===== src/hdl/btpd_ram.sv =====
`timescale 1ns / 1ps

// Simple dual-port RAM: one write port, one read port with registered read data.
module btpd_ram #(
    parameter int WIDTH = 8,
    parameter int DEPTH = 16
) (
    input  logic                                clk,
    input  logic                                we,
    input  logic [(DEPTH > 1 ? $clog2(DEPTH) : 1)-1:0] waddr,
    input  logic [WIDTH-1:0]                    wdata,
    input  logic [(DEPTH > 1 ? $clog2(DEPTH) : 1)-1:0] raddr,
    output logic [WIDTH-1:0]                    rdata
);
    logic [WIDTH-1:0] mem [DEPTH];
    logic [WIDTH-1:0] rdata_reg;

    // Write and read; a read of the entry being written returns the old contents.
    always_ff @(posedge clk)
    begin
        if (we)
        begin
            mem[waddr] <= wdata;
        end
        rdata_reg <= mem[raddr];
    end

    assign rdata = rdata_reg;
endmodule


===== config.mk =====
export PLATFORM = sky130hd
export DESIGN_NAME = btpd_ram
export DESIGN_NICKNAME = d
export VERILOG_FILES = /design/src/hdl/btpd_ram.sv
export SDC_FILE = /design/constraint.sdc
export NUM_CORES = 1
export LEC_CHECK = 0
export BUFFER_PORTS_ARGS = -buffer_cell sky130_fd_sc_hd__buf_2
export CAP_MARGIN = 15
export CORE_MARGIN = 5
export CORE_UTILIZATION = 35
export DETAILED_ROUTE_END_ITERATION = 6
export SLEW_MARGIN = 10
export SYNTH_ARGS = -nofsm -noshare
export SYNTH_HDL_FRONTEND = slang
export SYNTH_SLANG_ARGS = --single-unit

===== constraint.sdc =====
create_clock -name clk -period 2.2 [get_ports clk]
set_input_delay 0.22 -clock clk [delete_from_list [all_inputs] [get_ports clk]]
set_output_delay 0.22 -clock clk [all_outputs]
set_load 0.1 [all_outputs]

### Yosys cells after proc, flatten, opt, wreduce, memory -nomap -nowiden

Memory sizes are Yosys's and may differ from the RTL's. A register that Yosys moved wholly into a read port is not among the register bits.
Cells that the tools add are included.

* register bits after elaboration: 0
* RAM bits: 128
* output and inout bits: 8
* logic and storage cells: 3
* memories: 1

Memory list
* mem: words 16, width 8, read ports 1, clocked after Yosys merged registers in 1, wr ports 1, line 15 `logic [WIDTH-1:0] mem [DEPTH];`

* multiplexer cells: 2

Operator list (number)
* $mux W1: 2

### Depth between registers and ports, before layout

Gate-level depths: netlist of the first run.

* depth in word-level cells: 2
* mapped depth: 5

### Worst setup path before layout of the first run

Ideal clock, no wire load.

* kind: in2reg
* start: in waddr[2] (netlist name)
* end: mem mem[0][0] (enable)
* library setup time: 383 ps
* arrival time: 1330 ps
* required time: 1817 ps
* slack: 487 ps
* cell stages on the path: 2
* path buffers: 0
* cells stage by stage: or3b_2 -> nor3_1

RTL lines
* from (decl): line 10 `input logic [(DEPTH > 1 ? $clog2(DEPTH) : 1)-1:0] waddr,`
* to (decl): line 15

Straight into the memory's write port.

==> key figures, run 1 <==
Place
  • Input/output buffers: 25
  • Post-DP HPWL: 6820 µm
  • Final weighted congestion of routability-driven global placement: 0.732

STA
  • Fin crit period: 1450 ps
  • Fin crit share: 65.7%
  • Setup TNS after final layout: 0 ps
  • Min Hold Slack: 197 ps
  • Setup Skew: 6.25 ps
  • Rel. slew slack: 49.0%
  • Number of hold-slack violations in the final timing report: 0
  • Highest Clock Rate: 691 MHz
  • Final Max Tran Viols: 0
  • Number of endpoints failing setup at the final stage: 0
  • Worst-Margin Slew: 763 ps
  • Unrepaired setup endpoints after global routing: no

Worst setup path
  • Endpoint kind of the worst setup timing path: flip-flop
  • Max FO, Critical Path: 1
  • Req. time, crit path: 2480 ps
  • Delay of the slowest critical-path stage: 550 ps
  • Cell at the slowest stage of the critical path: sky130_fd_sc_hd__mux4_1
  • Critical Path, Cell by Cell: mux4_1 > a22oi_1 > nand2_1
  • Setup Crit Path Kind: flip-flop to flip-flop
  • Critical path startpoint category: flip-flop
  • CP arrival: 1730 ps
  • Total buffers and inverters traversed by the critical path: 0
  • Family with the most delay on the worst path: multiplexers

Die
  • Die Span Y: 131 µm
  • Floorplan die area: 0.0172 mm²
  • Number of core rows: 44
  • Core area: 0.0145 mm²
  • Die boundary width: 131 µm
  • Number of top-level pins: 26
  • Initial cell density of the core: 35.6%

Route
  • DRC violation count after routing: 0
  • Mean routed wirelength per cell: 21.8 µm
  • Residual antenna-violating net count after detailed routing: 0
  • Post-detailed-route via-to-cell ratio: 5.13
  • Number of detailed-routing iterations run before antenna repair: 4
  • DR iter-0 viols: 226
  • Wire length after detailed routing: 10500 µm
  • Detailed-route via count: 2473

Layout
  • Most common cell after layout, fill and taps aside: sky130_fd_sc_hd__edfxtp_1
  • # nets final: 303
  • Leading cell types in the layout, fill and taps excluded: sky130_fd_sc_hd__edfxtp_1, sky130_fd_sc_hd__buf_2, sky130_fd_sc_hd__buf_4
  • Share of final-layout standard cells stronger than drive strength 1: 31.9%
  • Synth-to-Final Area Change: 21.7%
  • Flip-flop count of the largest register, all copies and words added: 128
  • Antenna diode instance count: 0

Yosys
  • Number of warning messages in the yosys log: 0
  • Number of storage elements in the synthesis netlist: 136
  • Post-synth net total: 247
  • Post-synth EDFFs: 128
  • Cells after Synth: 229
  • Top_reg_cell synth: sky130_fd_sc_hd__edfxtp_1
  • Post-synthesis sequential area ratio: 77.8%
  • Post-synthesis async set-or-reset flop share: 0%
  • Syn Area/Cell: 22.5 µm²
  • Mapped cell area: 0.00515 mm²
  • Yosys cell types: 19

Power
  • Post-layout total power: 0.00643 W
  • IR drop worst, VDD: 488 µV
  • Power density normalized to cell area: 1030 mW/mm²
  • Static power due to leakage: 2.13 nW

Clocking
  • Clock tree from TritonCTS: yes
  • Hold-fix buffers, CTS: 0
  • CTS max path bufs: 2
  • Clock-pin slew on the worst setup and hold paths: 60 ps
  • H-tree depth: 4
  • Root buf cell: sky130_fd_sc_hd__clkbuf_16
  • TritonCTS sink count: 136
  • Number of CTS-inserted buffers: 17
  • Clock insertion delay at the later pin of the skew report: 400 ps
  • Resized cells post-CTS: 0
  • Post-CTS repair timing setup buffer count: 0

Global routing
  • First-pass GRT wire length: 16200 µm
  • Maximum number of pins on one net before global-route repair: 18
  • Total track usage: 12.6%
  • Vias in the first global route: 2663
  • Grt total ovfl: 0
  • Antenna violations before repair: 0

Min path
  • Class of the tightest hold or removal check: input pin to flip-flop

Job
  • Number of max-cap violations: 0

Run status
  • Result of the run: complete, no violations
[power breakdown]
part / internal (W) / leakage [nW] / total, W / switching [W]
clock network: 0.00212 / 0.315 / 0.00312 / 0.000998
registers: 0.00290 / 1.22 / 0.00291 / 0.0000154
logic: 0.000120 / 0.595 / 0.000401 / 0.000281
[worst paths after layout]
| kind | startpoint | to | slack (ps) | cells after the start |
|---|---|---|---|---|
| setup / recovery | mem[1][5]$_DFFE_PP_ | rdata[5]$_DFF_P_ | 750 | 3 |
| hold / removal | wdata[2] | mem[1][2]$_DFFE_PP_ | 200 | 1 |
| setup reg to reg | mem[1][5]$_DFFE_PP_ | rdata[5]$_DFF_P_ | 750 | 3 |
| hold reg to reg | mem[14][5]$_DFFE_PP_ | rdata[5]$_DFF_P_ | 670 | 3 |
[metrics by stage]
stage	setup slack [ps]	instances	util (%)	cell area, µm²
after floorplan	487	229	-	5150
after global placement	283	450	38.7	5610
after detailed placement	329	450	38.7	5610
after CTS	744	482	43.3	6270
after global routing	630	482	43.3	6270
final	754	482	43.3	6270
[cell usage after synthesis, drive strengths merged, types with 2 or more instances]
cell type      count  area [µm²]
a22oi             16         120
clkdlybuf4s25      3        30.0
nor2              13        48.8
nand2              9        33.8
buf                7        56.3
nand3b             2        15.0
edfxtp           128        3840
nand2b             2        12.5
nor3               4        20.0
mux4              32         773
dfxtp              8         160
[per-layer routing]
| metal | part of all wire, % | GRT usage (%) | vias up | wire, µm |
|---|---|---|---|---|
| li1 | - | - | 1083 | - |
| met1 | 46 | 17.7 | 1306 | 4790 |
| met2 | 47 | 19.0 | 78 | 4930 |
| met3 | 6.6 | 4.13 | 6 | 693 |
| met4 | 0.77 | 3.43 | 0 | 81 |
| met5 | 0 | 0 | - | 0 |
[layout make-up]
| class | count | area (µm²) |
|---|---|---|
| Multi-Input combinational cell | 83 | 1060 |
| Timing Repair Buffer | 47 | 315 |
| Fill cell | 1271 | 8210 |
| Clock inverter | 13 | 226 |
| Sequential cell | 136 | 4000 |
| Clock buffer | 19 | 433 |
| Tap cell | 184 | 230 |
[kinds of logic (layout without fill, tap and decap cells)]
kind of cell | after synthesis | count (layout) | synth area share, %
AO/OA/AOI/OAI | 16 | 16 | 2.33
flip-flops | 136 | 136 | 77.8
buffers and inverters | 10 | 79 | 1.68
AND/OR/NAND/NOR | 35 | 35 | 3.18
multiplexers | 32 | 32 | 15.0
No activity file was read; power rests on OpenSTA's default activity.
==> inputs of run 2 (changes only) <==
==> constraint.sdc (replaced) <==
create_clock -name clk -period 1.3 [get_ports clk]
set_input_delay 0.13 -clock clk [delete_from_list [all_inputs] [get_ports clk]]
set_output_delay 0.13 -clock clk [all_outputs]
set_load 0.1 [all_outputs]
==> run 2 against run 1 <==
- via count grew 1.5%
- largest power group unchanged
- register-to-register slack worse by 730 ps
- critical path depth unchanged
- critical endpoint is now rdata[3]$_DFF_P_
- wire length grew 2.5%
- clock power increased by 64%
- clock skew increased by 5.0 ps
- sequential power rose by 70%
- final cell count is 3.3% higher
==> key figures, run 2 (synthesis gave the netlist of run 1 again) <==
Run status
  • Result of the run: complete, no violations (unchanged)

STA
  • Worst-Margin Slew: 887 ps (was 763 ps)
  • Min Hold Slack: 103 ps (was 197 ps)
  • Unrepaired setup endpoints after global routing: yes (was no)
  • Setup Skew: 11.3 ps (was 6.25 ps)
  • Number of hold-slack violations in the final timing report: 0 (unchanged)
  • Rel. slew slack: 40.6% (was 49.0%)
  • Number of endpoints failing setup at the final stage: 0 (unchanged)
  • Final Max Tran Viols: 0 (unchanged)
  • Fin crit share: 97.8% (was 65.7%)
  • Highest Clock Rate: 786 MHz (was 691 MHz)
  • Worst Setup Slack, final: 28.4 ps (was 754 ps)
  • Fin crit period: 1270 ps (was 1450 ps)

Clocking
  • Post-CTS repair timing setup buffer count: 0 (unchanged)
  • Clock tree from TritonCTS: yes (unchanged)
  • H-tree depth: 4 (unchanged)
  • Clock-pin slew on the worst setup and hold paths: 60 ps (about the same)
  • TritonCTS sink count: 136 (unchanged)
  • Root buf cell: sky130_fd_sc_hd__clkbuf_16 (unchanged)
  • Number of CTS-inserted buffers: 17 (unchanged)
  • CTS max path bufs: 2 (unchanged)
  • Clock insertion delay at the later pin of the skew report: 410 ps (was 400 ps)

Worst setup path
  • Crit path launch: mem[7][3]$_DFFE_PP_ (was mem[1][5]$_DFFE_PP_)
  • Endpoint kind of the worst setup timing path: flip-flop (unchanged)
  • Cell at the slowest stage of the critical path: sky130_fd_sc_hd__mux4_2 (was sky130_fd_sc_hd__mux4_1)
  • Setup Crit Path Kind: flip-flop to flip-flop (unchanged)
  • Critical Path, Cell by Cell: mux4_2 > a22oi_2 > nand2_1 (was mux4_1 > a22oi_1 > nand2_1)
  • Max FO, Critical Path: 1 (unchanged)
  • Worst flop-to-flop path startpoint: mem[7][3]$_DFFE_PP_ (was mem[1][5]$_DFFE_PP_)
  • CP arrival: 1570 ps (was 1730 ps)
  • Total buffers and inverters traversed by the critical path: 0 (unchanged)
  • Critical path startpoint category: flip-flop (unchanged)
  • Family with the most delay on the worst path: multiplexers (unchanged)
  • Req. time, crit path: 1600 ps (was 2480 ps)
  • Delay of the slowest critical-path stage: 510 ps (was 550 ps)

Global routing
  • Vias in the first global route: 2670 (was 2663)
  • Grt total ovfl: 0 (unchanged)
  • First-pass GRT wire length: 16400 µm (was 16200 µm)
  • Maximum number of pins on one net before global-route repair: 18 (unchanged)
  • Antenna violations before repair: 0 (unchanged)
  • Total track usage: 13.0% (was 12.6%)

Die
  • Number of top-level pins: 26 (unchanged)
  • Number of core rows: 44 (unchanged)
  • Floorplan die area: 0.0172 mm² (unchanged)
  • Die boundary width: 131 µm (unchanged)
  • Die Span Y: 131 µm (unchanged)
  • Core area: 0.0145 mm² (unchanged)
  • Initial cell density of the core: 35.6% (unchanged)

Route
  • Residual antenna-violating net count after detailed routing: 0 (unchanged)
  • DR iter-0 viols: 265 (was 226)
  • Post-detailed-route via-to-cell ratio: 5.04 (was 5.13)
  • Number of detailed-routing iterations run before antenna repair: 4 (unchanged)
  • Wire length after detailed routing: 10800 µm (was 10500 µm)
  • DRC violation count after routing: 0 (unchanged)
  • Mean routed wirelength per cell: 21.6 µm (was 21.8 µm)
  • Detailed-route via count: 2509 (was 2473)

Min path
  • Class of the tightest hold or removal check: input pin to flip-flop (unchanged)
  • Hold wc startpoint: wdata[2] (unchanged)

Power
  • Power density normalized to cell area: 1680 mW/mm² (was 1030 mW/mm²)
  • Static power due to leakage: 2.19 nW (was 2.13 nW)
  • IR drop worst, VDD: 1060 µV (was 488 µV)
  • Post-layout total power: 0.0108 W (was 0.00643 W)

Layout
  • Share of final-layout standard cells stronger than drive strength 1: 42.0% (was 31.9%)
  • # nets final: 319 (was 303)
  • Antenna diode instance count: 0 (unchanged)
  • Leading cell types in the layout, fill and taps excluded: sky130_fd_sc_hd__edfxtp_1, sky130_fd_sc_hd__buf_4, sky130_fd_sc_hd__mux4_2 (was sky130_fd_sc_hd__edfxtp_1, sky130_fd_sc_hd__buf_2, sky130_fd_sc_hd__buf_4)
  • Fill cell total of the finished layout: 1227 (was 1271)
  • Synth-to-Final Area Change: 25.4% (was 21.7%)
  • Flip-flop count of the largest register, all copies and words added: 128 (unchanged)
  • Cell Count, Final, Fillers Out: 498 (was 482)
  • Most common cell after layout, fill and taps aside: sky130_fd_sc_hd__edfxtp_1 (unchanged)

Job
  • Number of max-cap violations: 0 (unchanged)

Place
  • Place WS: -348 ps (was 329 ps)
  • Input/output buffers: 25 (unchanged)
  • Post-DP HPWL: 7090 µm (was 6820 µm)
  • Placed cell count: 466 (was 450)
  • Final weighted congestion of routability-driven global placement: 0.776 (was 0.732)
-- run 2: cell types whose count changed in the layout (fill, tap and decap cells not counted), moves of 3 or more --
cell	change
sky130_fd_sc_hd__buf_4	+16
sky130_fd_sc_hd__mux4_1	-9
sky130_fd_sc_hd__mux4_2	+9
sky130_fd_sc_hd__a22oi_1	-8
sky130_fd_sc_hd__a22oi_2	+8
sky130_fd_sc_hd__buf_2	-7
sky130_fd_sc_hd__buf_12	+4
sky130_fd_sc_hd__nor3_1	-3
sky130_fd_sc_hd__nor3_2	+3
-- run 2: what timing repair did --
action,in CTS,in global routing
cloned,0,0
setup endpoints to repair,13,10
pin swaps,4,5
gates resized for setup,17,8
hold buffers,0,0
endpoints found under the hold margin,0,0
-- run 2: final timing paths --
path / to / slack [ps] / cells after the start
min: mem[14][2]$_DFFE_PP_ / 100 / 1
min reg2reg: rdata[3]$_DFF_P_ / 680 / 3
max: rdata[3]$_DFF_P_ / 30 / 3
max reg2reg: rdata[3]$_DFF_P_ / 30 / 3
-- run 2: metrics by stage --
step	area [µm²]	setup TNS, ps	util (%)
6_report	6460	0	44.6
5_1_grt	6460	-69.0	44.6
4_1_cts	6470	-10.5	44.7
3_5_place_dp	5790	-6560	40.0
3_3_place_gp	5790	-6550	40.0
2_1_floorplan	5160	-2940	-
-- run 2: layout make-up --
type	count	area (µm²)	share of cell area (%)
clock inverters	13	204	3.16
well taps	184	230	3.57
flip-flops and latches	136	4000	62.0
clock buffers	19	433	6.71
multi-input cells	83	1080	16.7
repair buffers	63	507	7.85
-- run 2: per-layer routing --
layer	vias up	share of wire [%]	GRT usage (%)
li1	1113	-	-
met4	0	1.4	5.03
met3	12	3.2	3.44
met5	-	0	0
met1	1318	47	17.8
met2	66	48	19.9
-- run 2: power by group --
part	switching, W	internal, W	total [W]
clock	0.00174	0.00339	0.00513
combinational	0.000489	0.000264	0.000752
sequential	0.0000401	0.00490	0.00494
-- run 2: worst reg2reg max path, delay by kind of cell (launching register included) --
family	cells	cell delay (ps)
compound gates	1	190
mux	1	510
simple gates	1	70
flops	1	400
==> inputs of run 3 (changes only) <==
--- a/config.mk
+++ b/config.mk
@@ -10,6 +10,7 @@
 export CORE_MARGIN = 5
 export CORE_UTILIZATION = 35
 export DETAILED_ROUTE_END_ITERATION = 6
+export MAX_ROUTING_LAYER = met4
 export SLEW_MARGIN = 10
 export SYNTH_ARGS = -nofsm -noshare
 export SYNTH_HDL_FRONTEND = slang
==> constraint.sdc (replaced) <==
create_clock -name clk -period 1.5 [get_ports clk]
set_input_delay 0.15 -clock clk [delete_from_list [all_inputs] [get_ports clk]]
set_output_delay 0.15 -clock clk [all_outputs]
set_load 0.1 [all_outputs]
==> run 3 against run 2 <==
- count of clock-buffer cells in the layout grew 3
- register-to-register slack improved by 80 ps
- via count down 3.6%
- die area unchanged
- critical path type is now flip-flop to output port
- largest cell class unchanged
==> key figures, run 3 (synthesis gave the netlist of run 1 again) <==
Worst setup path
  • R2r setup slk: 110 ps (was 30 ps)
  • Total buffers and inverters traversed by the critical path: 1 (was 0)
  • Family with the most delay on the worst path: buffers and inverters (was multiplexers)
  • Worst R2R Path Depth: 3 (unchanged)
  • Critical R2R Capture: rdata[7]$_DFF_P_ (was rdata[3]$_DFF_P_)
  • Max FO, Critical Path: 1 (unchanged)
  • Cell at the slowest stage of the critical path: sky130_fd_sc_hd__buf_2 (was sky130_fd_sc_hd__mux4_2)
  • Endpoint kind of the worst setup timing path: output port (was flip-flop)
  • Critical path startpoint category: flip-flop (unchanged)
  • Critical Path, Cell by Cell: buf_2 (was mux4_2 > a22oi_2 > nand2_1)
  • Endpoint of the worst setup timing path: rdata[6] (was rdata[3]$_DFF_P_)
  • CP arrival: 1270 ps (was 1570 ps)
  • Worst flop-to-flop path startpoint: mem[11][7]$_DFFE_PP_ (was mem[7][3]$_DFFE_PP_)
  • Levels on crit path: 1 (was 3)
  • Req. time, crit path: 1350 ps (was 1600 ps)
  • Crit path launch: rdata[6]$_DFF_P_ (was mem[7][3]$_DFFE_PP_)
  • Delay of the slowest critical-path stage: 460 ps (was 510 ps)
  • Setup Crit Path Kind: flip-flop to output port (was flip-flop to flip-flop)

Global routing
  • Maximum number of pins on one net before global-route repair: 18 (unchanged)
  • Grt met1 use: 17.2% (was 17.8%)
  • Grt total ovfl: 0 (unchanged)
  • Met3 Use GR: 3.71% (was 3.44%)
  • First-pass GRT wire length: 15800 µm (was 16400 µm)
  • Met2 usage: 18.5% (was 19.9%)
  • Vias in the first global route: 2604 (was 2670)
  • Total track usage: 12.7% (was 13.0%)
  • Antenna violations before repair: 0 (unchanged)
  • Highest-utilization routing layer at the global route stage: met2 (unchanged)

Clocking
  • Number of CTS-inserted buffers: 17 (unchanged)
  • Root buf cell: sky130_fd_sc_hd__clkbuf_16 (unchanged)
  • Hold-fix buffers, CTS: 0 (unchanged)
  • Resized cells post-CTS: 0 (was 17)
  • Clock insertion delay at the later pin of the skew report: 410 ps (about the same)
  • Clock tree from TritonCTS: yes (unchanged)
  • CTS max path bufs: 2 (unchanged)
  • Post-CTS repair timing setup buffer count: 0 (unchanged)
  • H-tree depth: 4 (unchanged)
  • Clock-pin slew on the worst setup and hold paths: 60 ps (about the same)
  • TritonCTS sink count: 136 (unchanged)

Power
  • IR drop worst, VDD: 858 µV (was 1060 µV)
  • Power share of the clock group: 44.6% (was 47.4%)
  • Switching Fraction: 21.4% (was 21.0%)
  • Psw: 0.00188 W (was 0.00227 W)
  • Internal power of the cells: 0.00691 W (was 0.00856 W)
  • Sequential power share: 48.7% (was 45.6%)
  • Power density normalized to cell area: 1410 mW/mm² (was 1680 mW/mm²)
  • Comb pwr share: 6.8% (was 6.9%)
  • Static power due to leakage: 2.11 nW (was 2.19 nW)

Die
  • Core area: 0.0145 mm² (unchanged)
  • Number of core rows: 44 (unchanged)
  • Floorplan die area: 0.0172 mm² (unchanged)
  • Initial cell density of the core: 35.6% (unchanged)
  • Number of top-level pins: 26 (unchanged)
  • Die boundary width: 131 µm (unchanged)
  • Die Span Y: 131 µm (unchanged)

Layout
  • Leading cell types in the layout, fill and taps excluded: sky130_fd_sc_hd__edfxtp_1, sky130_fd_sc_hd__buf_2, sky130_fd_sc_hd__buf_4 (was sky130_fd_sc_hd__edfxtp_1, sky130_fd_sc_hd__buf_4, sky130_fd_sc_hd__mux4_2)
  • Synth-to-Final Area Change: 20.8% (was 25.4%)
  • # nets final: 306 (was 319)
  • Final Core Density: 42.9% (was 44.6%)
  • Antenna diode instance count: 0 (unchanged)
  • Flip-flop count of the largest register, all copies and words added: 128 (unchanged)
  • Final standard cell area without fillers: 0.00622 mm² (was 0.00646 mm²)
  • Most common cell after layout, fill and taps aside: sky130_fd_sc_hd__edfxtp_1 (unchanged)
  • Cell Count, Final, Fillers Out: 484 (was 498)
  • Share of final-layout standard cells stronger than drive strength 1: 32.3% (was 42.0%)

Place
  • Post-DP HPWL: 6490 µm (was 7090 µm)
  • Placed cell area: 0.00566 mm² (was 0.00579 mm²)
  • Final weighted congestion of routability-driven global placement: 0.685 (was 0.776)
  • Place WS: -108 ps (was -348 ps)
  • Placed cell count: 453 (was 466)
  • Input/output buffers: 25 (unchanged)

Route
  • Mean routed wirelength per cell: 20.9 µm (was 21.6 µm)
  • Post-detailed-route via-to-cell ratio: 5.00 (was 5.04)
  • Number of detailed-routing iterations run before antenna repair: 4 (unchanged)
  • Detailed-route via count: 2419 (was 2509)
  • Residual antenna-violating net count after detailed routing: 0 (unchanged)
  • Wire length after detailed routing: 10100 µm (was 10800 µm)
  • DR iter-0 viols: 208 (was 265)
  • DRC violation count after routing: 0 (unchanged)

STA
  • Worst-Margin Slew: 505 ps (was 887 ps)
  • Number of hold-slack violations in the final timing report: 0 (unchanged)
  • Fin crit period: 1420 ps
  • Number of endpoints failing setup at the final stage: 0 (unchanged)
  • Setup Skew: 8.23 ps (was 11.3 ps)
  • Highest Clock Rate: 704 MHz
  • Fin crit share: 94.7%
  • Unrepaired setup endpoints after global routing: no (was yes)
  • Rel. slew slack: 66.6% (was 40.6%)
  • Worst Setup Slack, final: 78.8 ps (was 28.4 ps)
  • Min Hold Slack: 128 ps (was 103 ps)
  • Final Max Tran Viols: 0 (unchanged)

Job
  • Number of max-cap violations: 0 (unchanged)

Min path
  • Class of the tightest hold or removal check: input pin to flip-flop (unchanged)

Run status
  • Result of the run: complete, no violations (unchanged)
## run 3: layout make-up
cell class	count	area [µm²]
clock buffers	22	454
clock inverters	9	104
multi-input cells	83	1060
flip-flops and latches	136	4000
repair buffers	50	363
well taps	184	230
fillers	1254	8260
## run 3: worst min-delay path by stage
stage	from	to	depth (start not counted)
detailed placement	wdata[2]	mem[14][2]$_DFFE_PP_	1
floorplan	wdata[0]	mem[0][0]$_DFFE_PP_	0
global route	wdata[6]	mem[15][6]$_DFFE_PP_	1
CTS	wdata[2]	mem[5][2]$_DFFE_PP_	1
global placement	wdata[2]	mem[15][2]$_DFFE_PP_	1
finish	wdata[4]	mem[7][4]$_DFFE_PP_	1
## run 3: per-stage QoR
stage	power (W)	TNS, ps
2_1_floorplan	0.00475	0
3_3_place_gp	0.00495	-425
3_5_place_dp	0.00496	-412
4_1_cts	0.00887	0
5_1_grt	0.00910	0
6_report	0.00879	0
## run 3: layer usage
layer	wire length, µm	up-vias
met5	0	-
met4	128	0
met3	365	10
met2	4850	50
met1	4770	1271
li1	-	1088
## run 3: power by group through the flow
stage	Sequential (W)	Combinational [W]	Clock [W]
2_1_floorplan	0.00453	0.000216	0
3_3_place_gp	0.00435	0.000594	0
3_5_place_dp	0.00436	0.000603	0
4_1_cts	0.00428	0.000605	0.00398
5_1_grt	0.00428	0.000632	0.00418
6_report	0.00428	0.000594	0.00392
